==> src/sv/bqd_pkg.sv <==
package bqd_pkg;

   localparam int LANES          = 16;
   localparam int LANE_W         = 32;
   localparam int SUB_W          = 64;
   localparam int WORD_W         = 512;
   localparam int LANE_IDX_W     = 4;
   localparam int LANE_CNT_W     = 5;
   localparam int CNT_W          = 31;
   localparam int CELL_WORD_W    = 27;
   localparam int QDEPTH         = 4;
   localparam int VECTOR_DIM_DEF = 128;

   typedef enum logic [1:0] {
      KIND_HEADER = 2'd0,
      KIND_CELL   = 2'd1,
      KIND_QUERY  = 2'd2,
      KIND_CENTER = 2'd3
   } kind_type;

   typedef struct packed {
      logic [63:0] in_word_7;
      logic [63:0] in_word_6;
      logic [63:0] in_word_5;
      logic [63:0] in_word_4;
      logic [63:0] in_word_3;
      logic [63:0] in_word_2;
      logic [63:0] in_word_1;
      logic [63:0] in_word_0;
   } req_type;

   typedef struct packed {
      kind_type           kind;
      logic signed [31:0] cell_id;
      logic [63:0]        out_word_0;
      logic [63:0]        out_word_1;
      logic [63:0]        out_word_2;
      logic [63:0]        out_word_3;
      logic [63:0]        out_word_4;
      logic [63:0]        out_word_5;
      logic [63:0]        out_word_6;
      logic [63:0]        out_word_7;
      logic               last_of_item;
   } rsp_type;

   // classified word handed from front to back
   typedef struct packed {
      kind_type                kind;
      logic [LANE_CNT_W-1:0]   count;
      logic [WORD_W-1:0]       word;
   } entry_type;

endpackage

==> src/sv/batch_query_deframer_top.sv <==
// channel   ports                            width
// req       req_push, req_full, req_data     512-bit stream word
// rsp       rsp_pop, rsp_empty, rsp_data     kind, cell id, 512-bit word, last
//
// header, query and center words: one word per cycle sustained unless rsp stalls
// cell-id words: 1 to 16 valid ids, the back end emits one id a cycle if not stalled
// a result reaches rsp once its word has passed through the queue
// and the output register; the front keeps taking words while the queue has room
// reset is synchronous; after a terminate header the block drops words until reset
module batch_query_deframer_top #(
   parameter int VECTOR_DIM = bqd_pkg::VECTOR_DIM_DEF
) (
   input  logic             clock,
   input  logic             reset,
   input  logic             req_push,
   output logic             req_full,
   input  bqd_pkg::req_type req_data,
   output logic             rsp_empty,
   input  logic             rsp_pop,
   output bqd_pkg::rsp_type rsp_data
);

   logic               q_push, q_full, q_pop, q_empty;
   bqd_pkg::entry_type q_entry, q_head;

   assign req_full = q_full;

   bqd_front #(
      .VECTOR_DIM(VECTOR_DIM)
   ) u_front (
      .clock    (clock),
      .reset    (reset),
      .req_push (req_push),
      .req_data (req_data),
      .q_full   (q_full),
      .q_push   (q_push),
      .q_entry  (q_entry)
   );

   bqd_queue u_queue (
      .clock      (clock),
      .reset      (reset),
      .push       (q_push),
      .push_entry (q_entry),
      .full       (q_full),
      .pop        (q_pop),
      .empty      (q_empty),
      .head       (q_head)
   );

   bqd_back u_back (
      .clock     (clock),
      .reset     (reset),
      .q_empty   (q_empty),
      .head      (q_head),
      .q_pop     (q_pop),
      .rsp_empty (rsp_empty),
      .rsp_pop   (rsp_pop),
      .rsp_data  (rsp_data)
   );

endmodule

==> src/sv/bqd_front.sv <==
module bqd_front #(
   parameter int VECTOR_DIM = bqd_pkg::VECTOR_DIM_DEF
) (
   input  logic               clock,
   input  logic               reset,
   input  logic               req_push,
   input  bqd_pkg::req_type   req_data,
   input  logic               q_full,
   output logic               q_push,
   output bqd_pkg::entry_type q_entry
);

   localparam int QWORDS = (VECTOR_DIM + bqd_pkg::LANES - 1) / bqd_pkg::LANES;
   localparam int VW_W   = $clog2(QWORDS + 1);

   typedef enum logic [2:0] {
      PH_HEADER,
      PH_CELLS,
      PH_QUERY,
      PH_CENTER,
      PH_STOPPED
   } phase_type;

   phase_type                         phase_ff, phase_in;
   logic [bqd_pkg::CNT_W-1:0]         qib_ff, qib_in;
   logic [bqd_pkg::CNT_W-1:0]         ppq_ff, ppq_in;
   logic [bqd_pkg::CNT_W-1:0]         qc_ff, qc_in;
   logic [bqd_pkg::CNT_W-1:0]         pc_ff, pc_in;
   logic [bqd_pkg::CELL_WORD_W-1:0]   cwc_ff, cwc_in;
   logic [VW_W-1:0]                   vwc_ff, vwc_in;

   logic                              accept;
   logic [bqd_pkg::WORD_W-1:0]        word;
   logic [31:0]                       hdr_b, hdr_p, hdr_t;
   logic [bqd_pkg::CNT_W-1:0]         b_pos, p_pos;
   logic [bqd_pkg::CNT_W-1:0]         remain, qc_inc, pc_inc;
   logic [VW_W-1:0]                   vwc_inc;

   assign accept = req_push && !q_full;
   assign word   = req_data;

   always_comb begin
      hdr_b   = word[31:0];
      hdr_p   = word[63:32];
      hdr_t   = word[95:64];
      b_pos   = hdr_b[31] ? '0 : hdr_b[bqd_pkg::CNT_W-1:0];
      p_pos   = hdr_p[31] ? '0 : hdr_p[bqd_pkg::CNT_W-1:0];
      remain  = ppq_ff - {cwc_ff, 4'b0000};
      qc_inc  = qc_ff + 1'b1;
      pc_inc  = pc_ff + 1'b1;
      vwc_inc = vwc_ff + 1'b1;

      phase_in = phase_ff;
      qib_in   = qib_ff;
      ppq_in   = ppq_ff;
      qc_in    = qc_ff;
      pc_in    = pc_ff;
      cwc_in   = cwc_ff;
      vwc_in   = vwc_ff;

      q_push        = accept && (phase_ff != PH_STOPPED);
      q_entry.word  = word;
      q_entry.count = bqd_pkg::LANE_CNT_W'(1);
      q_entry.kind  = bqd_pkg::KIND_HEADER;

      case (phase_ff)
         PH_HEADER: begin
            q_entry.kind = bqd_pkg::KIND_HEADER;
         end
         PH_CELLS: begin
            q_entry.kind  = bqd_pkg::KIND_CELL;
            q_entry.count = (remain > bqd_pkg::CNT_W'(bqd_pkg::LANES)) ?
                            bqd_pkg::LANE_CNT_W'(bqd_pkg::LANES) :
                            remain[bqd_pkg::LANE_CNT_W-1:0];
         end
         PH_QUERY: begin
            q_entry.kind = bqd_pkg::KIND_QUERY;
         end
         PH_CENTER: begin
            q_entry.kind = bqd_pkg::KIND_CENTER;
         end
         default: begin
            q_entry.kind = bqd_pkg::KIND_HEADER;
         end
      endcase

      if (accept) begin
         case (phase_ff)
            PH_HEADER: begin
               if (hdr_t != 32'd0) begin
                  phase_in = PH_STOPPED;
               end else begin
                  qib_in = b_pos;
                  ppq_in = p_pos;
                  qc_in  = '0;
                  if (b_pos == '0) begin
                     phase_in = PH_HEADER;
                  end else begin
                     cwc_in   = '0;
                     vwc_in   = '0;
                     pc_in    = '0;
                     phase_in = (p_pos != '0) ? PH_CELLS : PH_QUERY;
                  end
               end
            end
            PH_CELLS: begin
               cwc_in = cwc_ff + 1'b1;
               if (remain <= bqd_pkg::CNT_W'(bqd_pkg::LANES)) begin
                  vwc_in   = '0;
                  phase_in = PH_QUERY;
               end
            end
            PH_QUERY, PH_CENTER: begin
               vwc_in = vwc_inc;
               if (vwc_inc >= VW_W'(QWORDS)) begin
                  vwc_in = '0;
                  if (phase_ff == PH_QUERY && ppq_ff != '0) begin
                     pc_in    = '0;
                     phase_in = PH_CENTER;
                  end else if (phase_ff == PH_CENTER && pc_inc < ppq_ff) begin
                     pc_in = pc_inc;
                  end else begin
                     // query done
                     pc_in = pc_inc;
                     qc_in = qc_inc;
                     if (qc_inc >= qib_ff) begin
                        phase_in = PH_HEADER;
                     end else begin
                        cwc_in   = '0;
                        pc_in    = '0;
                        phase_in = (ppq_ff != '0) ? PH_CELLS : PH_QUERY;
                     end
                  end
               end
            end
            default: begin
               phase_in = PH_STOPPED;
            end
         endcase
      end
   end

   always_ff @(posedge clock) begin
      if (reset) begin
         phase_ff <= PH_HEADER;
         qib_ff   <= '0;
         ppq_ff   <= '0;
         qc_ff    <= '0;
         pc_ff    <= '0;
         cwc_ff   <= '0;
         vwc_ff   <= '0;
      end else begin
         phase_ff <= phase_in;
         qib_ff   <= qib_in;
         ppq_ff   <= ppq_in;
         qc_ff    <= qc_in;
         pc_ff    <= pc_in;
         cwc_ff   <= cwc_in;
         vwc_ff   <= vwc_in;
      end
   end

endmodule

==> src/sv/bqd_queue.sv <==
module bqd_queue (
   input  logic               clock,
   input  logic               reset,
   input  logic               push,
   input  bqd_pkg::entry_type push_entry,
   output logic               full,
   input  logic               pop,
   output logic               empty,
   output bqd_pkg::entry_type head
);

   localparam int PTR_W = $clog2(bqd_pkg::QDEPTH);
   localparam int CNT_W = $clog2(bqd_pkg::QDEPTH + 1);

   bqd_pkg::entry_type mem_ff [bqd_pkg::QDEPTH];
   logic [PTR_W-1:0]   wr_ptr_ff, wr_ptr_in;
   logic [PTR_W-1:0]   rd_ptr_ff, rd_ptr_in;
   logic [CNT_W-1:0]   cnt_ff, cnt_in;
   logic               do_push, do_pop;

   assign full    = (cnt_ff == CNT_W'(bqd_pkg::QDEPTH));
   assign empty   = (cnt_ff == '0);
   assign head    = mem_ff[rd_ptr_ff];
   assign do_push = push && !full;
   assign do_pop  = pop && !empty;

   always_comb begin
      wr_ptr_in = do_push ? wr_ptr_ff + 1'b1 : wr_ptr_ff;
      rd_ptr_in = do_pop ? rd_ptr_ff + 1'b1 : rd_ptr_ff;
      cnt_in    = cnt_ff;
      if (do_push && !do_pop) begin
         cnt_in = cnt_ff + 1'b1;
      end else if (do_pop && !do_push) begin
         cnt_in = cnt_ff - 1'b1;
      end
   end

   always_ff @(posedge clock) begin
      if (do_push) begin
         mem_ff[wr_ptr_ff] <= push_entry;
      end
   end

   always_ff @(posedge clock) begin
      if (reset) begin
         wr_ptr_ff <= '0;
         rd_ptr_ff <= '0;
         cnt_ff    <= '0;
      end else begin
         wr_ptr_ff <= wr_ptr_in;
         rd_ptr_ff <= rd_ptr_in;
         cnt_ff    <= cnt_in;
      end
   end

endmodule

==> src/sv/bqd_back.sv <==
module bqd_back (
   input  logic               clock,
   input  logic               reset,
   input  logic               q_empty,
   input  bqd_pkg::entry_type head,
   output logic               q_pop,
   output logic               rsp_empty,
   input  logic               rsp_pop,
   output bqd_pkg::rsp_type   rsp_data
);

   logic                              out_valid_ff, out_valid_in;
   bqd_pkg::rsp_type                  out_data_ff, out_data_in;
   logic [bqd_pkg::LANE_IDX_W-1:0]    lane_ff, lane_in;
   logic                              fire, is_cell, last;
   logic [bqd_pkg::WORD_W-1:0]        fwd;

   assign fire    = !q_empty && (!out_valid_ff || rsp_pop);
   assign is_cell = (head.kind == bqd_pkg::KIND_CELL);
   assign last    = !is_cell ||
                    ({1'b0, lane_ff} + 1'b1 == head.count);
   assign q_pop   = fire && last;
   assign fwd     = is_cell ? '0 : head.word;

   always_comb begin
      out_data_in.kind         = head.kind;
      out_data_in.cell_id      = is_cell ?
                                 $signed(head.word[lane_ff*bqd_pkg::LANE_W +: bqd_pkg::LANE_W]) :
                                 32'sd0;
      out_data_in.out_word_0   = fwd[0*bqd_pkg::SUB_W +: bqd_pkg::SUB_W];
      out_data_in.out_word_1   = fwd[1*bqd_pkg::SUB_W +: bqd_pkg::SUB_W];
      out_data_in.out_word_2   = fwd[2*bqd_pkg::SUB_W +: bqd_pkg::SUB_W];
      out_data_in.out_word_3   = fwd[3*bqd_pkg::SUB_W +: bqd_pkg::SUB_W];
      out_data_in.out_word_4   = fwd[4*bqd_pkg::SUB_W +: bqd_pkg::SUB_W];
      out_data_in.out_word_5   = fwd[5*bqd_pkg::SUB_W +: bqd_pkg::SUB_W];
      out_data_in.out_word_6   = fwd[6*bqd_pkg::SUB_W +: bqd_pkg::SUB_W];
      out_data_in.out_word_7   = fwd[7*bqd_pkg::SUB_W +: bqd_pkg::SUB_W];
      out_data_in.last_of_item = last;

      lane_in = lane_ff;
      if (fire) begin
         lane_in = last ? '0 : lane_ff + 1'b1;
      end

      out_valid_in = out_valid_ff;
      if (fire) begin
         out_valid_in = 1'b1;
      end else if (rsp_pop) begin
         out_valid_in = 1'b0;
      end
   end

   always_ff @(posedge clock) begin
      if (fire) begin
         out_data_ff <= out_data_in;
      end
   end

   always_ff @(posedge clock) begin
      if (reset) begin
         out_valid_ff <= 1'b0;
         lane_ff      <= '0;
      end else begin
         out_valid_ff <= out_valid_in;
         lane_ff      <= lane_in;
      end
   end

   assign rsp_empty = !out_valid_ff;
   assign rsp_data  = out_data_ff;

endmodule

==> config.mk <==
export PLATFORM = sky130hd
export DESIGN_NAME = batch_query_deframer_top
export DESIGN_NICKNAME = d
export VERILOG_FILES = /design/src/sv/bqd_pkg.sv /design/src/sv/batch_query_deframer_top.sv /design/src/sv/bqd_front.sv /design/src/sv/bqd_queue.sv /design/src/sv/bqd_back.sv
export SDC_FILE = /design/constraint.sdc
export NUM_CORES = 2
export LEC_CHECK = 0
export BUFFER_PORTS_ARGS = -buffer_cell sky130_fd_sc_hd__buf_4
export CORE_MARGIN = 5
export CORE_UTILIZATION = 35
export DETAILED_ROUTE_END_ITERATION = 8
export PLACE_DENSITY_LB_ADDON = 0.08
export RECOVER_POWER = 100
export SLEW_MARGIN = 20
export SYNTH_ARGS = -nofsm -noshare
export SYNTH_HDL_FRONTEND = slang
export SYNTH_SLANG_ARGS = --single-unit
==> constraint.sdc <==
create_clock -name clock -period 35.1 [get_ports clock]
set_input_delay 0 -clock clock [delete_from_list [all_inputs] [get_ports clock]]
set_output_delay 0 -clock clock [all_outputs]
set_load 0.01 [all_outputs]
Word-level counts from Yosys, hierarchy flattened
Memories as Yosys holds them, arrays and structs flattened. A register that Yosys moved wholly into a read port is not among the register bits. Cells that the tools add are included.

Bits in latches: 0. Logic and storage cells: 140. Flip-flop bits (word level): 717. Input port bits: 516. Memory bits (read-only): 0. Memories kept: 1. Output and inout port bits: 549. Memory bits (writable): 2076.

Memory list: u_queue.mem_ff (depth 4, bits a word 519, read ports 1, clocked after memory_dff 1, write ports 1, line bqd_queue.sv:15) `bqd_pkg::entry_type mem_ff [bqd_pkg::QDEPTH];`.

Magnitude comparators: 5. Add/sub/neg operators: 11. Multiply operators: 0. Reduce and logical (&&, ||, !) cells: 35. Div/mod/pow operators: 0. Bitwise gates (word level): 1. Shift-type cells: 1. Equality and inequality tests: 15. Muxes and demuxes: 48.

Operator list (count): 512-bit by 10-bit indexed part select with 32-bit output (1); 31-bit two-way mux (12); 27-bit two-way mux (6); 31-bit one-hot mux with 2 select lines (2); 27-bit one-hot mux with 3 select lines (1); 31-bit by 1-bit adder with 31-bit output (second input constant) (2); 31-bit nonzero test (2); 32-bit nonzero test (1); 31-bit >= comparator (1); 31-bit by 5-bit greater-than comparator with 1-bit output (second input constant) (1); 31-bit by 5-bit <= comparator with 1-bit output (second input constant) (1); 31-bit logical NOT (1); 31-bit < comparator (1); 31-bit subtractor (1); 27-bit by 1-bit adder with 27-bit output (second input constant) (1); 3-bit two-way mux (9); 4-bit two-way mux (5); 4-bit one-hot mux with 3 select lines (1); 1-bit logical AND (10); 5-bit two-way mux (2); 2-bit != test (second input constant) (5); 5-bit AND reduction (2); 3-bit one-hot mux with 3 select lines (1); 4-bit by 1-bit adder with 4-bit output (second input constant) (2); 27 further kinds (45).

Longest topological paths before layout
Depth after elaboration: 9. Gate-level depth with buffers: 22. Depth with buffers taken out: 20.

Modules after synthesis
From an unflattened synthesis, not the netlist that was laid out.

Cell total of the unflattened synthesis: 6170. Area total of the unflattened synthesis: 116780.8 um2.

Modules (own cells, without submodules): bqd_queue (area each 77389.2 um2, instances 1, cells each 2759, sequential area each 62520.0 um2); bqd_back (area each 24244.5 um2, instances 1, cells each 1395, sequential area each 16525.8 um2); bqd_front (area each 15147.0 um2, instances 1, cells each 2016, sequential area each 3163.0 um2).

Worst setup path after synthesis
No wires, ideal clock.

Path kind: register to register. Start point: register u_queue.cnt_ff[0]. End point: register u_queue.cnt_ff[2]. Library setup time: 70 ps. Stages on the path, launching flop included: 11. Slack: 4783 ps. Buffers on the path: 0. Data required time: 35030 ps. Arrival: 30247 ps. Period minus slack after synthesis: 30317 ps. Cell sequence: dfxtp_1 -> nor3_1 -> a21oi_1 -> and2_1 -> inv_1 -> ha_1 -> inv_1 -> fa_1 -> xor2_1 -> or3_1 -> a21oi_1.

Longest elaborated chain between the ends: 8. Elaborated cells on any way between the ends: 19. Classes of those cells: add/sub: 2; eq/ne: 1; mux: 2; reduce/logical: 14.

RTL lines: from (decl) (line bqd_queue.sv:18) `logic [CNT_W-1:0] cnt_ff, cnt_in;`; from (signal assigned) (line bqd_queue.sv:52) `cnt_ff <= cnt_in;`; 3-bit logical NOT (*) (line bqd_queue.sv:22) `assign empty = (cnt_ff == '0);`; 1-bit logical NOT (*) (line bqd_back.sv:18) `assign fire = !q_empty && (!out_valid_ff || rsp_pop);`; 1-bit logical AND (*) (line bqd_back.sv:18); net u_back.fire (line bqd_back.sv:15) `logic fire, is_cell, last;`; 1-bit logical AND (*) (line bqd_back.sv:22) `assign q_pop = fire && last;`; 1-bit logical AND (*) (line bqd_queue.sv:25) `assign do_pop = pop && !empty;`; 1-bit logical NOT (line bqd_queue.sv:31) `if (do_push && !do_pop) begin`; 1-bit logical AND (line bqd_queue.sv:31); 3-bit two-way mux or 2-bit nonzero test (tied branches).

The timed path passes the listed nets; every way through them passes the cells marked *. The select of a mux whose other input is x is not followed. A chain may end at the register's enable or synchronous reset.

Final worst setup path
Start point: register u_queue.cnt_ff[0]. End point: register u_back.out_data_ff (netlist bit u_back.rsp_data[69]) (enable).

Longest elaborated chain between the ends: 3.

RTL lines: 3-bit logical NOT (line bqd_queue.sv:22); 1-bit logical NOT (line bqd_back.sv:18); 1-bit logical AND (line bqd_back.sv:18); net u_back.fire (line bqd_back.sv:15); to (signal assigned) (line bqd_back.sv:55) `out_data_ff <= out_data_in;`; to (decl) (line bqd_back.sv:13) `bqd_pkg::rsp_type out_data_ff, out_data_in;`.

The timed path passes the listed nets, and every way through them passes these cells.

==> metrics.txt <==
PostCTS Resize Cnt 0; WP data arrival ~18000 ps; Clk Latency, worst-skew pair roughly 900 ps; die height about 570 um; failing checks max-capacitance violations, max-slew violations; Yosys reg bits roughly 2800; count leader, synth edfxtp_1; setup TNS 0 ps; fin nets 8435; Tightest Pin Transition just under 9000 ps; Post-synth top cells edfxtp_1 (2623), mux4_2 (679), and2_1 (557); top-area cell type share of the netlist area 0.716; area grow syn2layout 27.7%; Synth area leaders edfxtp_1 (72%), mux4_2 (14%), and2_1 (3.2%); peak supply drop 0.0760 mV; Tot GR Track Use 0.224; Pwr Density between 70 and 80 mW/mm^2; initial antenna violation count 130; Worst path slowest cell clkbuf_1; WS Path Type flop to flop; r2r startpoint u_queue.cnt_ff[0]; CP most frequent cell clkbuf_1; pre-CTS setup slack 28720 ps; Bufs on Longest Clock Path 4; 1st-pass router iterations 5; max-cap violations 66; vias in the first global route 64569; final hold violation count 0; area of the die around 0.33 mm^2; CTS Sinks between 2000 and 3000; synth unique cells a little over 60; Crit path required time 35340 ps; Worst setup EP type flop; first-pass GRT wire length between 500000 and 600000 um; WHS Endpoint u_queue.mem_ff[2][178]; hold depth 2; Max Transition Viols Final 3687; post-synth net total 6240; RSZ-0062 raised after global routing false; Worst Hold Class primary input to flop; Via Count approximately 63000; Final setup viols 0; Reg2Reg Depth 6; CP peak stage delay about 6000 ps; Warnings, synthesis 0; fin crit period around 17000 ps; Port Buffer Count roughly 1100; Initial Util 0.352; fill cell count about 28000; RePlAce Congestion 0.818; ys flop type edfxtp_1; Mapped Area 0.110 mm^2; asr flop ratio synth 0; clock skew about 44 ps; critical-path cell list nor3_1 -> a21oi_4 -> clkbuf_1 -> clkbuf_1 -> clkbuf_1 -> clkbuf_1; core area 0.312 mm^2; average size of a mapped cell 19.6 um^2; Gate Count Post-Synth ~5600; routed vias/inst between 5 and 6; DRT iter0 DRCs roughly 5500; row cnt around 210; number of buffers and inverters on the critical path 4; H-tree lvl count 5; I/O pin count 1065; DP HPWL approximately 250000 um; gr ovfl total 0; DR DRC count 0; worst min-delay path startpoint req_data[178]; DR WL/cell ~31 um; Post-synth EDFFs 2623; status complete, but fails checks; Final Cycle Share 0.495; Routed WL approximately 380000 um; Crit Path Max Fanout 120; leakage 45.6 nW; Root Buffer clkbuf_16; Seq/Total Area, Yosys 0.747; R2R setup slack between 15000 and 20000 ps; DRT antenna net count 0; final worst slack approximately 18000 ps; FMAX between 50 and 60 MHz; TritonCTS clock tree yes; CP delay by family, top buffers and inverters; cell taking the most area after synthesis edfxtp_1; Slew HR -4.95; total CTS buffers between 300 and 400; R2R Path End u_back.rsp_data[69]; Reg clk slew, reported paths approximately 60 ps; critical path startpoint category flop; pin count of the biggest net entering global routing 140; fraction of layout cells with a size suffix above 1 0.196; Die Width around 570 um
==> power breakdown <==
part | leakage [nW] | internal (mW) | switching, mW
logic | 14.9 | 0.992 | 1.79
clock network | 4.90 | 1.86 | 1.36
registers | 25.7 | 4.56 | 0.354
total | 45.6 | 7.41 | 3.50
==> metrics by stage <==
step / area (um^2) / hold WS [ps] / util / power, mW / std cells
5_1_grt: 140000 / 76.0 / 0.450 / 11.4 / 12239
6_report: 141000 / 107 / 0.450 / 10.9 / 12266
3_3_place_gp: 123000 / 200 / 0.394 / 7.93 / 10626
4_1_cts: 143000 / 15.2 / 0.459 / 11.3 / 12213
3_5_place_dp: 123000 / 204 / 0.394 / 7.92 / 10626
2_1_floorplan: 110000 / 98.9 / - / 6.60 / 5625
==> layout by cell type (no fill, tap or decap), types with 20 or more instances in the layout <==
cell type / instances
nor3b_1: 63
clkbuf_4: 409
xnor2_1: 64
edfxtp_1: 2623
and2_1: 201
o21ai_0: 70
clkinv_1: 66
dfxtp_1: 167
nor3_1: 20
mux4_2: 679
nor4_1: 40
nand4_1: 41
and3_1: 22
dlygate4sd3_1: 1015
and2_0: 357
buf_4: 22
clkinv_2: 61
a21oi_1: 189
diode_2: 52
nand2_1: 114
bufinv_16: 22
a21o_1: 29
clkbuf_1: 767
ha_1: 97
clkbuf_16: 323
nand3_1: 59
xor2_1: 40
nor2_1: 183
inv_1: 111
==> worst max-delay path by stage <==
| stage | cells past startpoint | slack (ps) | to | from |
|---|---|---|---|---|
| global placement | 8 | 28730 | u_back.rsp_data[540] | flop |
| finish | 6 | 17740 | u_back.rsp_data[69] | u_queue.cnt_ff[0] |
| global route | 6 | 16690 | u_back.rsp_data[70] | u_queue.cnt_ff[0] |
| floorplan | 10 | 4780 | u_queue.cnt_ff[2] | u_queue.cnt_ff[0] |
| detailed placement | 8 | 28720 | u_back.rsp_data[540] | flop |
| CTS | 8 | 28720 | u_back.rsp_data[540] | flop |
==> routing by layer <==
layer  up-vias  routed length, um  GRT usage
met5         -                247          0
met4        42              12300     0.0594
met3       607              21600     0.0366
met2      2103             182000      0.372
met1     33596             159000      0.308
li1      27060                  -          -
==> what timing repair did <==
item                                    CTS  global route
hold buffers                           1015             0
endpoints found under the hold margin  2197             0
setup buffers                             0             0
==> worst register-to-register path, cell delays in order, from the launching register on <==
cell and delay (ps):
dfxtp_1 410, nor3_1 140, a21oi_4 120, clkbuf_1 1920
clkbuf_1 2220, clkbuf_1 5550, clkbuf_1 6190
==> final cells by class <==
cell class / count / area, um^2 / area share
Antenna cell: 52 / 130 / 0.000926
Clock buffer: 381 / 8330 / 0.0593
Clock inverter: 191 / 1740 / 0.0124
Inverter: 111 / 417 / 0.00296
Multi-Input combinational cell: 2431 / 26300 / 0.187
Sequential cell: 2795 / 82200 / 0.585
Tap cell: 4140 / 5180 / 0.0369
Timing Repair Buffer: 2165 / 16200 / 0.115
==> state kept, by name (all words and copies together) (netlist names), 3 cells and up, named ones only <==
signal,count
u_front.qib_ff,31
u_front.ppq_ff,31
u_front.cwc_ff,27
u_front.phase_ff,3
u_back.rsp_data,547
u_queue.mem_ff,2076
u_queue.cnt_ff,3
u_back.lane_ff,4
u_front.qc_ff,31
u_front.pc_ff,31
u_front.vwc_ff,4
==> cells by family after synthesis <==
family | synth area share
muxes | 0.140
buffers and inverters | 0.0136
and+or+nand+nor | 0.0598
DFF | 0.747
adders and majority gates | 0.0114
AOI/OAI and AO/OA | 0.0201
xor gates and xnor gates | 0.00828
No activity file was read; power rests on OpenSTA's default activity.
